$ cat src/rtl/b64d_pkg.sv
// ----------------------------------------------------------------------------
// b64d_pkg
// Shared widths, character codes, status codes, the alphabet decoder and the
// result group record of the streaming base64 decoder.
// ----------------------------------------------------------------------------
package b64d_pkg;

	localparam int CHAR_W          = 8;
	localparam int BYTE_W          = 8;
	localparam int CFG_W           = 16;
	localparam int TOTAL_W         = 16;
	localparam int ACC_W           = 18;
	localparam int SEXTET_W        = 6;
	localparam int WORD_W          = 24;
	localparam int COUNT_WIDTH_DEF = 16;
	localparam logic [CFG_W-1:0] CFG_RESET = 16'hFFFF;

	// Character codes with a meaning of their own
	localparam logic [CHAR_W-1:0] CHAR_NUL   = 8'h00;
	localparam logic [CHAR_W-1:0] CHAR_PAD   = 8'h3D; // '='
	localparam logic [CHAR_W-1:0] CHAR_PLUS  = 8'h2B; // '+'
	localparam logic [CHAR_W-1:0] CHAR_SLASH = 8'h2F; // '/'

	typedef enum logic [1:0] {
		ST_OK  = 2'd0,
		ST_LEN = 2'd1,
		ST_OVF = 2'd2,
		ST_ILL = 2'd3
	} status_t;

	typedef struct packed {
		logic                ok;
		logic [SEXTET_W-1:0] val;
	} sextet_t;

	// One group of results caused by one transaction on the input side
	typedef struct packed {
		logic [WORD_W-1:0]  word;     // bytes, first byte in the top bits
		logic [1:0]         nres;     // number of results, 1 to 3
		logic               is_data;  // byte results rather than a status
		status_t            status;
		logic               eom_last; // last result closes the message
		logic [TOTAL_W-1:0] base;     // bytes emitted before this group
	} grp_t;

	// Map an ASCII code to its 6-bit value; ok is low outside the alphabet
	function automatic sextet_t sextet_decode(input logic [CHAR_W-1:0] c);
		sextet_t           res;
		logic [CHAR_W-1:0] d;
		res = '0;
		d   = '0;
		if (c >= 8'h41 && c <= 8'h5A) begin
			d   = c - 8'h41;
			res = '{ok: 1'b1, val: d[SEXTET_W-1:0]};
		end else if (c >= 8'h61 && c <= 8'h7A) begin
			d   = c - 8'h61 + 8'd26;
			res = '{ok: 1'b1, val: d[SEXTET_W-1:0]};
		end else if (c >= 8'h30 && c <= 8'h39) begin
			d   = c - 8'h30 + 8'd52;
			res = '{ok: 1'b1, val: d[SEXTET_W-1:0]};
		end else if (c == CHAR_PLUS) begin
			res = '{ok: 1'b1, val: 6'd62};
		end else if (c == CHAR_SLASH) begin
			res = '{ok: 1'b1, val: 6'd63};
		end
		return res;
	endfunction

endpackage

$ cat src/rtl/b64d_char_if.sv
// ----------------------------------------------------------------------------
// b64d_char_if
// Character channel: one base64 character and the last-character mark.
// ----------------------------------------------------------------------------
interface b64d_char_if;
	import b64d_pkg::*;

	logic              valid;
	logic              ready;
	logic [CHAR_W-1:0] text_char;
	logic              last_char;

	modport source (output valid, output text_char, output last_char, input ready);
	modport sink   (input valid, input text_char, input last_char, output ready);

endinterface

$ cat src/rtl/b64d_result_if.sv
// ----------------------------------------------------------------------------
// b64d_result_if
// Result channel: one decoded byte or one status, with the running count.
// ----------------------------------------------------------------------------
interface b64d_result_if;
	import b64d_pkg::*;

	logic               valid;
	logic               ready;
	logic [BYTE_W-1:0]  data_byte;
	logic               byte_valid;
	logic [1:0]         status;
	logic               end_of_message;
	logic [TOTAL_W-1:0] bytes_total;

	modport source (
		output valid, output data_byte, output byte_valid, output status,
		output end_of_message, output bytes_total, input ready
	);
	modport sink (
		input valid, input data_byte, input byte_valid, input status,
		input end_of_message, input bytes_total, output ready
	);

endinterface

$ cat src/rtl/base64_stream_decoder_top.sv
// ----------------------------------------------------------------------------
// base64_stream_decoder_top
// Streaming base64 decoder with padding checks, length and capacity status.
// ----------------------------------------------------------------------------
// Accepts one character per clock cycle while the result buffer has room. Each
// character is held in an input register and then decoded against the quartet
// state in a single pass; a quartet that completes writes its bytes as one
// group into a two-group result buffer, from which results leave one per cycle
// while the sink is ready. A full quartet gives three results while the next
// three characters give none, so a stream of valid text runs at one character
// per cycle when the result side never holds off. A character passes the input
// register and the result buffer before its group's first result appears.
// Input stalls only while both result groups are occupied: when the result side
// holds off, when a status result follows straight after a full quartet, or
// when a burst of status results meets a slow sink. The user must write max_q
// through cfg_we/cfg_wdata only between messages; the block does not enforce it.
module base64_stream_decoder_top #(
	parameter int COUNT_WIDTH = b64d_pkg::COUNT_WIDTH_DEF
) (
	input  logic                        clk,
	input  logic                        arst_n,
	input  logic                        cfg_we,
	input  logic [b64d_pkg::CFG_W-1:0]  cfg_wdata,
	b64d_char_if.sink                   chars,
	b64d_result_if.source               results
);
	import b64d_pkg::*;

	localparam int CMP_W = (COUNT_WIDTH + 1 > CFG_W + 1) ? COUNT_WIDTH + 1 : CFG_W + 1;

	// Configuration register
	logic [CFG_W-1:0] max_q;

	// Input stage
	logic              vld_s1;
	logic [CHAR_W-1:0] char_s1;
	logic              last_s1;

	// Message state
	logic [ACC_W-1:0]       acc_q, acc_d;
	logic [1:0]             pos_q, pos_d;
	logic [1:0]             pad_q, pad_d;
	logic [COUNT_WIDTH-1:0] cnt_q, cnt_d;
	logic                   skip_q, skip_d;

	// Result group buffer
	grp_t       grp_q [2];
	logic       wr_ptr_q, rd_ptr_q;
	logic [1:0] grp_cnt_q;
	logic [1:0] idx_q;
	grp_t       head;
	grp_t       grp_d;
	logic       push, pop, last_res;

	logic    adv;
	sextet_t sx;
	logic    is_nul, is_pad, ill, ovf, fin;
	status_t fin_st;
	logic [1:0]          pad_n, nbytes;
	logic [SEXTET_W-1:0] val;
	logic [CMP_W-1:0]    cnt_ext, newcount;
	logic [WORD_W-1:0]   word, shifted;

	// Take a character whenever the input stage drains or is empty
	assign adv         = vld_s1 && (grp_cnt_q != 2'd2);
	assign chars.ready = !vld_s1 || (grp_cnt_q != 2'd2);

	// Hold the configuration register
	always_ff @(posedge clk or negedge arst_n) begin
		if (!arst_n) begin
			max_q <= CFG_RESET;
		end else if (cfg_we) begin
			max_q <= cfg_wdata;
		end
	end

	// Advance the input stage
	always_ff @(posedge clk or negedge arst_n) begin
		if (!arst_n) begin
			vld_s1 <= 1'b0;
		end else if (chars.ready) begin
			vld_s1 <= chars.valid;
		end
	end

	always_ff @(posedge clk) begin
		if (chars.ready && chars.valid) begin
			char_s1 <= chars.text_char;
			last_s1 <= chars.last_char;
		end
	end

	// Classify the held character
	assign sx       = sextet_decode(char_s1);
	assign is_nul   = (char_s1 == CHAR_NUL);
	assign is_pad   = (char_s1 == CHAR_PAD);
	assign ill      = ((pad_q != 2'd0) && (pos_q == 2'd0)) ||
	                  (is_pad && (pos_q < 2'd2)) ||
	                  (!is_pad && (!sx.ok || (pad_q != 2'd0)));
	assign pad_n    = is_pad ? pad_q + 2'd1 : pad_q;
	assign val      = is_pad ? '0 : sx.val;
	assign word     = {acc_q, val};
	assign nbytes   = 2'd3 - pad_n;
	assign cnt_ext  = CMP_W'(cnt_q);
	assign newcount = cnt_ext + CMP_W'(nbytes);
	assign ovf      = (newcount > CMP_W'(max_q)) || newcount[COUNT_WIDTH];

	// Work out the next quartet state and the result group to store
	always_comb begin
		acc_d  = acc_q;
		pos_d  = pos_q;
		pad_d  = pad_q;
		cnt_d  = cnt_q;
		skip_d = skip_q;
		push   = 1'b0;
		grp_d  = '0;
		fin    = 1'b0;
		fin_st = ST_OK;
		if (adv) begin
			if (skip_q) begin
				if (last_s1) begin
					skip_d = 1'b0;
					acc_d  = '0;
					pos_d  = '0;
					pad_d  = '0;
					cnt_d  = '0;
				end
			end else if (is_nul) begin
				fin    = 1'b1;
				fin_st = (pos_q != 2'd0) ? ST_LEN : ST_OK;
			end else if (ill) begin
				fin    = 1'b1;
				fin_st = ST_ILL;
			end else if (pos_q != 2'd3) begin
				acc_d = {acc_q[ACC_W-SEXTET_W-1:0], val};
				pos_d = pos_q + 2'd1;
				pad_d = pad_n;
				if (last_s1) begin
					fin    = 1'b1;
					fin_st = ST_LEN;
				end
			end else if (ovf) begin
				fin    = 1'b1;
				fin_st = ST_OVF;
			end else begin
				push  = 1'b1;
				grp_d = '{word: word, nres: nbytes, is_data: 1'b1, status: ST_OK,
				          eom_last: last_s1, base: cnt_ext[TOTAL_W-1:0]};
				cnt_d = newcount[COUNT_WIDTH-1:0];
				acc_d = '0;
				pos_d = '0;
				pad_d = pad_n;
				if (last_s1) begin
					cnt_d = '0;
					pad_d = '0;
				end
			end
			// Close the message with one status result
			if (fin) begin
				push   = 1'b1;
				grp_d  = '{word: '0, nres: 2'd1, is_data: 1'b0, status: fin_st,
				           eom_last: 1'b1, base: cnt_ext[TOTAL_W-1:0]};
				acc_d  = '0;
				pos_d  = '0;
				pad_d  = '0;
				cnt_d  = '0;
				skip_d = !last_s1;
			end
		end
	end

	always_ff @(posedge clk or negedge arst_n) begin
		if (!arst_n) begin
			acc_q  <= '0;
			pos_q  <= '0;
			pad_q  <= '0;
			cnt_q  <= '0;
			skip_q <= 1'b0;
		end else begin
			acc_q  <= acc_d;
			pos_q  <= pos_d;
			pad_q  <= pad_d;
			cnt_q  <= cnt_d;
			skip_q <= skip_d;
		end
	end

	// Store result groups
	always_ff @(posedge clk) begin
		if (push) begin
			grp_q[wr_ptr_q] <= grp_d;
		end
	end

	assign head     = grp_q[rd_ptr_q];
	assign last_res = (idx_q == head.nres - 2'd1);
	assign pop      = results.valid && results.ready;

	// Step through the head group, then release it
	always_ff @(posedge clk or negedge arst_n) begin
		if (!arst_n) begin
			wr_ptr_q  <= 1'b0;
			rd_ptr_q  <= 1'b0;
			grp_cnt_q <= '0;
			idx_q     <= '0;
		end else begin
			if (push) begin
				wr_ptr_q <= !wr_ptr_q;
			end
			if (pop) begin
				if (last_res) begin
					idx_q    <= '0;
					rd_ptr_q <= !rd_ptr_q;
				end else begin
					idx_q <= idx_q + 2'd1;
				end
			end
			grp_cnt_q <= grp_cnt_q + 2'(push) - 2'(pop && last_res);
		end
	end

	// Drive the result channel from the head group
	assign shifted                = word_shift(head.word, idx_q);
	assign results.valid          = (grp_cnt_q != 2'd0);
	assign results.data_byte      = shifted[WORD_W-1 -: BYTE_W];
	assign results.byte_valid     = head.is_data;
	assign results.status         = head.status;
	assign results.end_of_message = head.eom_last && last_res;
	assign results.bytes_total    = head.is_data ?
	                                head.base + TOTAL_W'(idx_q) + TOTAL_W'(1) : head.base;

	function automatic logic [WORD_W-1:0] word_shift(input logic [WORD_W-1:0] w,
	                                                input logic [1:0] i);
		logic [WORD_W-1:0] r;
		r = w;
		case (i)
			2'd1:    r = {w[WORD_W-BYTE_W-1:0], {BYTE_W{1'b0}}};
			2'd2:    r = {w[BYTE_W-1:0], {(WORD_W-BYTE_W){1'b0}}};
			default: r = w;
		endcase
		return r;
	endfunction

`ifndef NO_ASSERTIONS
	a_grp_cnt_bound: assert property (@(posedge clk) disable iff (!arst_n)
		grp_cnt_q <= 2'd2)
		else $error("result group count above buffer depth");

	a_idx_in_group: assert property (@(posedge clk) disable iff (!arst_n)
		(grp_cnt_q != 2'd0) |-> (idx_q < head.nres))
		else $error("result index beyond its group");

	a_skip_silent: assert property (@(posedge clk) disable iff (!arst_n)
		(adv && skip_q) |-> !push)
		else $error("result stored while skipping to the end mark");

	a_quartet_closed: assert property (@(posedge clk) disable iff (!arst_n)
		(push && grp_d.is_data) |=> (pos_q == 2'd0) && (acc_q == '0))
		else $error("quartet state left over after emitting bytes");
`endif

endmodule

$ cat src/flat_wrapper.sv
// flat-port wrapper written by rule: the top's interface ports become plain ports
module base64_stream_decoder_top_flat import b64d_pkg::*;
#(
	parameter int COUNT_WIDTH = b64d_pkg::COUNT_WIDTH_DEF
)
  (clk, arst_n, cfg_we, cfg_wdata, chars_valid, chars_text_char, chars_last_char, chars_ready, results_valid, results_data_byte, results_byte_valid, results_status, results_end_of_message, results_bytes_total, results_ready);
  b64d_char_if chars_i ();
  b64d_result_if results_i ();
  input  logic clk;
  input  logic arst_n;
  input  logic cfg_we;
  input  logic [b64d_pkg::CFG_W-1:0] cfg_wdata;
  input wire logic [$bits(chars_i.valid)-1:0] chars_valid;
  input wire logic [$bits(chars_i.text_char)-1:0] chars_text_char;
  input wire logic [$bits(chars_i.last_char)-1:0] chars_last_char;
  output wire logic [$bits(chars_i.ready)-1:0] chars_ready;
  output wire logic [$bits(results_i.valid)-1:0] results_valid;
  output wire logic [$bits(results_i.data_byte)-1:0] results_data_byte;
  output wire logic [$bits(results_i.byte_valid)-1:0] results_byte_valid;
  output wire logic [$bits(results_i.status)-1:0] results_status;
  output wire logic [$bits(results_i.end_of_message)-1:0] results_end_of_message;
  output wire logic [$bits(results_i.bytes_total)-1:0] results_bytes_total;
  input wire logic [$bits(results_i.ready)-1:0] results_ready;
  assign chars_i.valid = chars_valid;
  assign chars_i.text_char = chars_text_char;
  assign chars_i.last_char = chars_last_char;
  assign chars_ready = chars_i.ready;
  assign results_valid = results_i.valid;
  assign results_data_byte = results_i.data_byte;
  assign results_byte_valid = results_i.byte_valid;
  assign results_status = results_i.status;
  assign results_end_of_message = results_i.end_of_message;
  assign results_bytes_total = results_i.bytes_total;
  assign results_i.ready = results_ready;
  base64_stream_decoder_top #(.COUNT_WIDTH(COUNT_WIDTH)) u_core (.clk(clk), .arst_n(arst_n), .cfg_we(cfg_we), .cfg_wdata(cfg_wdata), .chars(chars_i), .results(results_i));
endmodule
$ cat config.mk
export PLATFORM = sky130hd
export DESIGN_NAME = base64_stream_decoder_top_flat
export DESIGN_NICKNAME = d
export VERILOG_FILES = /design/src/rtl/b64d_pkg.sv /design/src/rtl/b64d_char_if.sv /design/src/rtl/b64d_result_if.sv /design/src/rtl/base64_stream_decoder_top.sv /design/src/flat_wrapper.sv
export SDC_FILE = /design/constraint.sdc
export NUM_CORES = 1
export LEC_CHECK = 0
export BUFFER_PORTS_ARGS = -buffer_cell sky130_fd_sc_hd__buf_2
export CORE_ASPECT_RATIO = 0.6
export CORE_UTILIZATION = 55
export CTS_BUF_LIST = sky130_fd_sc_hd__clkbuf_8
export CTS_CLUSTER_SIZE = 30
export DETAILED_ROUTE_END_ITERATION = 7
export PLACE_DENSITY = 0.78
export SYNTH_ARGS = -nofsm -noshare
export SYNTH_HDL_FRONTEND = slang
export SYNTH_SLANG_ARGS = --single-unit
$ cat constraint.sdc
create_clock -name clk -period 5.8 [get_ports clk]
set_input_delay 0.29 -clock clk [delete_from_list [all_inputs] [get_ports clk]]
set_output_delay 0.29 -clock clk [all_outputs]
set_load 0.005 [all_outputs]
==> results of run 1 <==
-- area by class of cell --
class,instances,area [sq um],area share
Clock buffer,17,234,0.0252
Clock inverter,15,184,0.0198
Inverter,43,165,0.0178
Multi-Input combinational cell,498,3430,0.369
Sequential cell,163,4610,0.496
Tap cell,198,248,0.0267
Timing Repair Buffer,73,418,0.0450
Timing Repair inverter,1,7.51,0.000808
-- worst reg2reg max path, delay by kind of cell, from the launching register on --
kind,cells,cell delay (ns)
adder cells (fa/ha/maj),3,0.92
flip-flops,1,0.51
AND/OR/NAND/NOR,6,1.52
buffers and inverters,2,0.30
AO/OA/AOI/OAI,6,1.86
XOR/XNOR,1,0.21
-- repair_timing --
action | in CTS | in global routing
hold buffers | 0 | 7
gates resized for setup | 0 | 4
endpoints found under the hold margin | 0 | 7
setup buffers | 0 | 2
endpoints found under the setup margin | 0 | 55
-- kinds of logic (layout without fill, tap and decap cells) --
logic type                 Yosys count  after routing  synth area share
and+or+nand+nor                    234            234             0.141
DFF                                163            163             0.553
AOI/OAI and AO/OA                  148            148             0.119
buffers and inverters               79            149            0.0373
muxes                               42             42            0.0538
xor gates and xnor gates            38             38            0.0400
adders and majority gates           36             36            0.0559
-- synth_stat cells (4+ instances only) --
master and n:
edfxtp_1 101, nand2_1 76, dfrtp_1 46, inv_1 42
o21ai_0 42, nor2_1 38, and2_1 37, ha_1 34
a21oi_1 33, nand3_1 27, clkbuf_1 22, mux2_2 22
xnor2_1 21, mux2i_1 20, xor2_1 17, dfstp_2 16
a32o_1 14, nand4_1 10, nor2b_1 9, a221oi_1 8
buf_2 8, a21o_1 6, and3_1 6, nor3_1 6
a211oi_1 5, buf_1 5, a32oi_1 4, o21ai_1 4
or2_2 4
-- power groups by stage --
stage / Clock (uW) / Sequential, uW / Combinational (uW)
2_1_floorplan: 0 / 1530 / 884
4_1_cts: 836 / 1590 / 1230
3_3_place_gp: 0 / 1610 / 1200
6_report: 830 / 1590 / 1240
3_5_place_dp: 0 / 1610 / 1230
5_1_grt: 886 / 1620 / 1380
-- stage by stage --
step                      hold WS [ns]   util  instances  instance area [sq um]  power (uW)
final                          0.00135  0.635       1008                   9290        3660
after global routing         0.0000692  0.635       1008                   9290        3880
after CTS                      0.00462  0.628        998                   9190        3660
after detailed placement         0.468  0.599        966                   8770        2840
after global placement           0.467  0.599        966                   8770        2810
after floorplan               -0.00559      -        740                   8330        2420
-- routing by layer --
layer | wire length [um] | share of wire | global-route usage | up-vias
li1 | - | - | - | 2788
met1 | 9050 | 0.50 | 0.376 | 2813
met2 | 7410 | 0.41 | 0.329 | 240
met3 | 1440 | 0.080 | 0.0593 | 13
met4 | 134 | 0.0074 | 0.0414 | 0
met5 | 0 | 0 | 0 | -
-- worst paths after layout --
check | start | to | slack (ns) | cells after the start
min in group clk | chars_text_char[4] | u_core.char_s1[4] | 0.02 | 1
min | arst_n | u_core.cnt_q[7] | 0.001 | 2
min reg2reg | u_core.acc_q[15] | u_core.acc_q[15] | 0.50 | 2
max reg2reg | u_core.char_s1[2] | u_core.cnt_q[5] | 0.42 | 18
max | u_core.char_s1[2] | u_core.cnt_q[5] | 0.42 | 18
max in group asynchronous | arst_n | u_core.rd_ptr_q | 5.21 | 2
-- flip-flops by register name, summed over array words and instances, names as in the netlist --
name,cells
u_core.grp_cnt_q,2
u_core.max_q,16
u_core.vld_s1,1
u_core.wr_ptr_q,1
u_core.cnt_q,16
u_core.char_s1,8
u_core.rd_ptr_q,1
u_core.last_s1,1
u_core.grp_q,92
u_core.pad_q,2
u_core.skip_q,1
u_core.pos_q,2
u_core.acc_q,18
u_core.idx_q,2
==> impl_metrics.csv, run 1 <==
group,metric,value,unit
critical_path,slowest_delay,0.53,ns
timing,post-route-min-period,5.38,ns
yosys,async_flop_share,0.380,
route,ant_nets,0,
timing,worstMarginPinSlew,1.14,ns
floorplanning,dieWidth,161,um
critical_path,path_max_fanout,13,
global_routing,grt.total_usage,0.237,
cells_and_area,final_common_cell,"edfxtp_1",
timing,layout_setup_ws,0.416,ns
cts,cts_tree,"built",
critical_path,worstPathArrival,5.75,ns
critical_path,cpMaxStageDelayCell,"nor2_2",
global_routing,grt_pass1_wl,28800,um
power,power_frac_comb,0.339,
yosys,synth_top_area_cell,"edfxtp_1",
global_routing,grt-ovfl-total,0,
yosys,yosysSeqAreaShare,0.553,
timing,min_period_over_period,0.928,
power,intPower,2290,uW
placed_design,io_buffers,59,
power,p_clk_frac,0.227,
yosys,ys_seq_elements,163,
floorplanning,initial_core_util,0.569,
yosys,synth_cells,740,
cts,cts_sinks,163,
timing,fin_tns_setup,0,ns
critical_path,path_class,"flip-flop to flip-flop",
cells_and_area,mostFrequentLayoutCells,"edfxtp_1 (101), nand2_1 (76), buf_2 (59)",
critical_path,path_cells,"ha_1, and4_1, o21ai_0, inv_1, ha_1, a21o_1, nand4_1, inv_1, and3_1, xor2_1, ha_1, nand4_1, nor3_1, a2111oi_0, a2111oi_0, a211o_1, nor2_2, a22o_1",
timing,max_slew_margin,0.240,
floorplanning,die_h,97.3,um
yosys,yosys.area.top_type_share,0.364,
cts,numCtsBuffers,17,
global_routing,grt_pass1_vias,5486,
route,drc_errors,0,
placed_design,finalWeightedCongestion,0.932,
cells_and_area,fillers,1152,
route,vias_per_cell,5.81,
critical_path,endpoint_kind,"flip-flop",
critical_path,worst_path_dominant_cell_family,"compound AO/OA/AOI/OAI gates",
cts,cts.clk_slew.worst_paths,0.11,ns
cells_and_area,fin_nets,863,
cts,htreeDepth,4,
route,drtIter0Drc,482,
worst_hold_path,holdCritPathClass,"primary input to asynchronous set/reset pin",
timing,hold_viol_final,0,
power,seqPwrFrac,0.435,
status,status,"completed",
yosys,synth_edf_count,101,
power,leakage,0.00372,uW
route,drt-total-wl,18000,um
power,ir_worst_vdd,0.231,mV
critical_path,cp.buffers_inverters,2,
timing,final-setup-viol-count,0,
route,wl_per_cell,17.9,um
yosys,synth_fp_nets,806,
route,dr.pass1.iters,5,
yosys,synth_top_flop_cell,"edfxtp_1",
placed_design,hpwlAfterDp,12600,um
floorplanning,rows,34,
yosys,ys_types,66,
timing,rsz0062_at_grt,"false",
power,p_sw_frac,0.375,
cts,cts_buffer_depth,2,
timing,skew,0.0274,ns
power,p_switching,1370,uW
route,vias,5854,
global_routing,grt_max_degree,63,
yosys,ys_top_cells_by_area,"edfxtp_1 (36%), dfrtp_1 (14%), ha_1 (5.1%)",
yosys,avgSynthCellArea,11.3,sq um
cts,clock_latency,0.46,ns
critical_path,crit_required,6.17,ns
run,cap_viol_max_count,0,
critical_path,critPathLaunchType,"flip-flop",
timing,clock.fmax,186,MHz
yosys,netlist_area,8330,sq um
cts,cts_root_buf,"clkbuf_8",
timing,maxSlewViolCount,0,
cells_and_area,drive_gt1_frac,0.191,
cells_and_area,area_growth,11.6,%
global_routing,antenna_found_initial,0,
cells_and_area,antenna_cells,0,
power,power_density,394,nW/um^2
floorplanning,coreArea,14600,sq um
floorplanning,pin_count,60,
floorplanning,dieArea,15600,sq um
critical_path,cp_common_cell,"ha_1",
placed_design,dp_slack,0.322,ns
yosys,yosysWarnings,0,
(Power assumes the default switching activity.)
==> inputs of run 2 (changes only) <==
==> constraint.sdc (replaced) <==
create_clock -name clk -period 4.4 [get_ports clk]
set_input_delay 0.22 -clock clk [delete_from_list [all_inputs] [get_ports clk]]
set_output_delay 0.22 -clock clk [all_outputs]
set_load 0.005 [all_outputs]
==> impl_metrics.csv, run 2 (same netlist as run 1, synthesis figures left out) <==
group,metric,value,unit
cells_and_area,final_common_cell,"edfxtp_1",
global_routing,grt_pass1_vias,6059,
route,vias,6324,
global_routing,grt.total_usage,0.263,
cts,numCtsBuffers,17,
placed_design,dp_slack,-0.375,ns
timing,final-setup-viol-count,1,
cts,cts_buffer_depth,2,
placed_design,io_buffers,59,
critical_path,cp_common_cell,"a2111oi_4",
global_routing,grt_max_degree,63,
route,drtIter0Drc,549,
placed_design,finalWeightedCongestion,0.894,
critical_path,path_class,"flip-flop to flip-flop",
floorplanning,rows,34,
global_routing,grt-ovfl-total,0,
cells_and_area,drive_gt1_frac,0.286,
route,vias_per_cell,5.88,
floorplanning,dieArea,15600,sq um
floorplanning,dieWidth,161,um
floorplanning,pin_count,60,
critical_path,worstPathArrival,4.77,ns
power,seqPwrFrac,0.406,
global_routing,grt_pass1_wl,31500,um
critical_path,cpMaxStageDelayCell,"a2111oi_4",
critical_path,path_max_fanout,6,
status,violations,"setup timing",
power,leakage,0.00417,uW
timing,max_slew_margin,0.423,
timing,whs,0.0658,ns
critical_path,critPathLaunchType,"flip-flop",
critical_path,endpoint_kind,"flip-flop",
cts,htreeDepth,4,
critical_path,crit_required,4.77,ns
cells_and_area,mostFrequentLayoutCells,"edfxtp_1 (101), nand2_1 (73), buf_2 (59)",
cells_and_area,regMostFlops,"u_core.grp_q",
timing,fin_tns_setup,-0.00505,ns
run,cap_viol_max_count,0,
power,ir_worst_vdd,0.306,mV
timing,layout_setup_ws,-0.00505,ns
power,intPower,3210,uW
timing,hold_viol_final,0,
cts,clock_latency,0.46,ns
cells_and_area,antenna_cells,0,
cells_and_area,largest_reg_flops,92,
route,ant_nets,0,
power,power_frac_comb,0.365,
cells_and_area,design_area,10300,sq um
timing,post-route-min-period,4.41,ns
floorplanning,initial_core_util,0.569,
cts,cts_sinks,163,
route,dr.pass1.iters,6,
power,p_sw_frac,0.366,
cells_and_area,area_growth,23.5,%
timing,clock.fmax,227,MHz
floorplanning,coreArea,14600,sq um
timing,skew,0.0132,ns
timing,min_period_over_period,1.00,
cells_and_area,fin_nets,931,
floorplanning,die_h,97.3,um
route,drt-total-wl,20100,um
power,p_switching,1850,uW
route,wl_per_cell,18.7,um
cells_and_area,fillers,1058,
route,drc_errors,0,
status,status,"complete, but fails checks",
power,power_density,492,nW/um^2
power,p_total,5060,uW
placed_design,hpwlAfterDp,13600,um
timing,maxSlewViolCount,0,
placed_design,dpl_cell_area,9090,sq um
cts,cts.clk_slew.worst_paths,0.10,ns
global_routing,antenna_found_initial,0,
power,p_clk_frac,0.229,
critical_path,slowest_delay,0.49,ns
cts,cts_root_buf,"clkbuf_8",
worst_hold_path,holdCritPathClass,"primary input to flip-flop",
cts,cts_tree,"built",
timing,worstMarginPinSlew,0.863,ns
timing,rsz0062_at_grt,"true",
cells_and_area,top_regs,"u_core.grp_q (92), u_core.acc_q (18)",
critical_path,path_cells,"nor3b_4, and4_4, xnor2_2, ha_2, fa_2, buf_4, xor2_1, ha_1, a21oi_1, o21ai_1, a2111oi_4, a2111oi_4, a211o_4, or3_4, o31ai_4",
run 2: worst max-delay path: cells and delay by family, from the launching register on:
| family | cells | cell delay (ns) |
|---|---|---|
| compound gates | 6 | 1.51 |
| xor+xnor | 2 | 0.36 |
| fa+ha+maj | 3 | 0.93 |
| buf+inv | 1 | 0.17 |
| flops | 1 | 0.44 |
| simple gates | 3 | 0.88 |
run 2: area by class of cell:
type,instances,area (sq um),area share
Inverter,43,161,0.0157
Sequential cell,163,4610,0.448
Clock inverter,15,195,0.0190
Multi-Input combinational cell,498,3800,0.370
Tap cell,198,248,0.0241
Clock buffer,17,234,0.0228
Timing Repair Buffer,142,1040,0.101
run 2: worst paths after layout:
check	from	end	slack (ns)	cells past startpoint
hold / removal	results_ready	u_core.idx_q[0]	0.07	3
max in group asynchronous	arst_n	u_core.rd_ptr_q	3.32	3
setup reg to reg	u_core.char_s1[7]	u_core.cnt_q[12]	-0.005	15
min in group asynchronous	arst_n	u_core.skip_q	0.46	3
hold reg to reg	u_core.acc_q[17]	u_core.acc_q[17]	0.48	2
setup / recovery	u_core.char_s1[7]	u_core.cnt_q[12]	-0.005	15
run 2: what timing repair did:
action                     in CTS  in global routing
pin swaps                       7                 38
hold endpoints to repair       72                  0
hold buffers                   27                  0
setup endpoints to repair      70                 78
buffers inserted                3                  9
resized for setup              16                 60
cloned                          0                  1
run 2: power groups by stage:
| stage | Sequential (uW) | Combinational [uW] | Clock [uW] |
|---|---|---|---|
| finish | 2060 | 1850 | 1160 |
| CTS | 2050 | 1770 | 1170 |
| detailed placement | 2090 | 1720 | 0 |
| global route | 2080 | 2020 | 1240 |
| floorplan | 2020 | 1170 | 0 |
| global placement | 2070 | 1670 | 0 |
run 2: per-layer routing:
metal / share of wire / vias up / routed length (um) / global-route usage
li1: - / 2926 / - / -
met1: 0.48 / 3120 / 9680 / 0.399
met2: 0.44 / 253 / 8900 / 0.383
met3: 0.065 / 25 / 1300 / 0.0606
met4: 0.011 / 0 / 212 / 0.0617
met5: 0 / - / 0 / 0
run 2: metrics by stage:
step                cells  utilization
floorplan             740            -
global placement     1007        0.621
detailed placement   1007        0.621
CTS                  1069        0.676
global route         1076        0.703
finish               1076        0.703
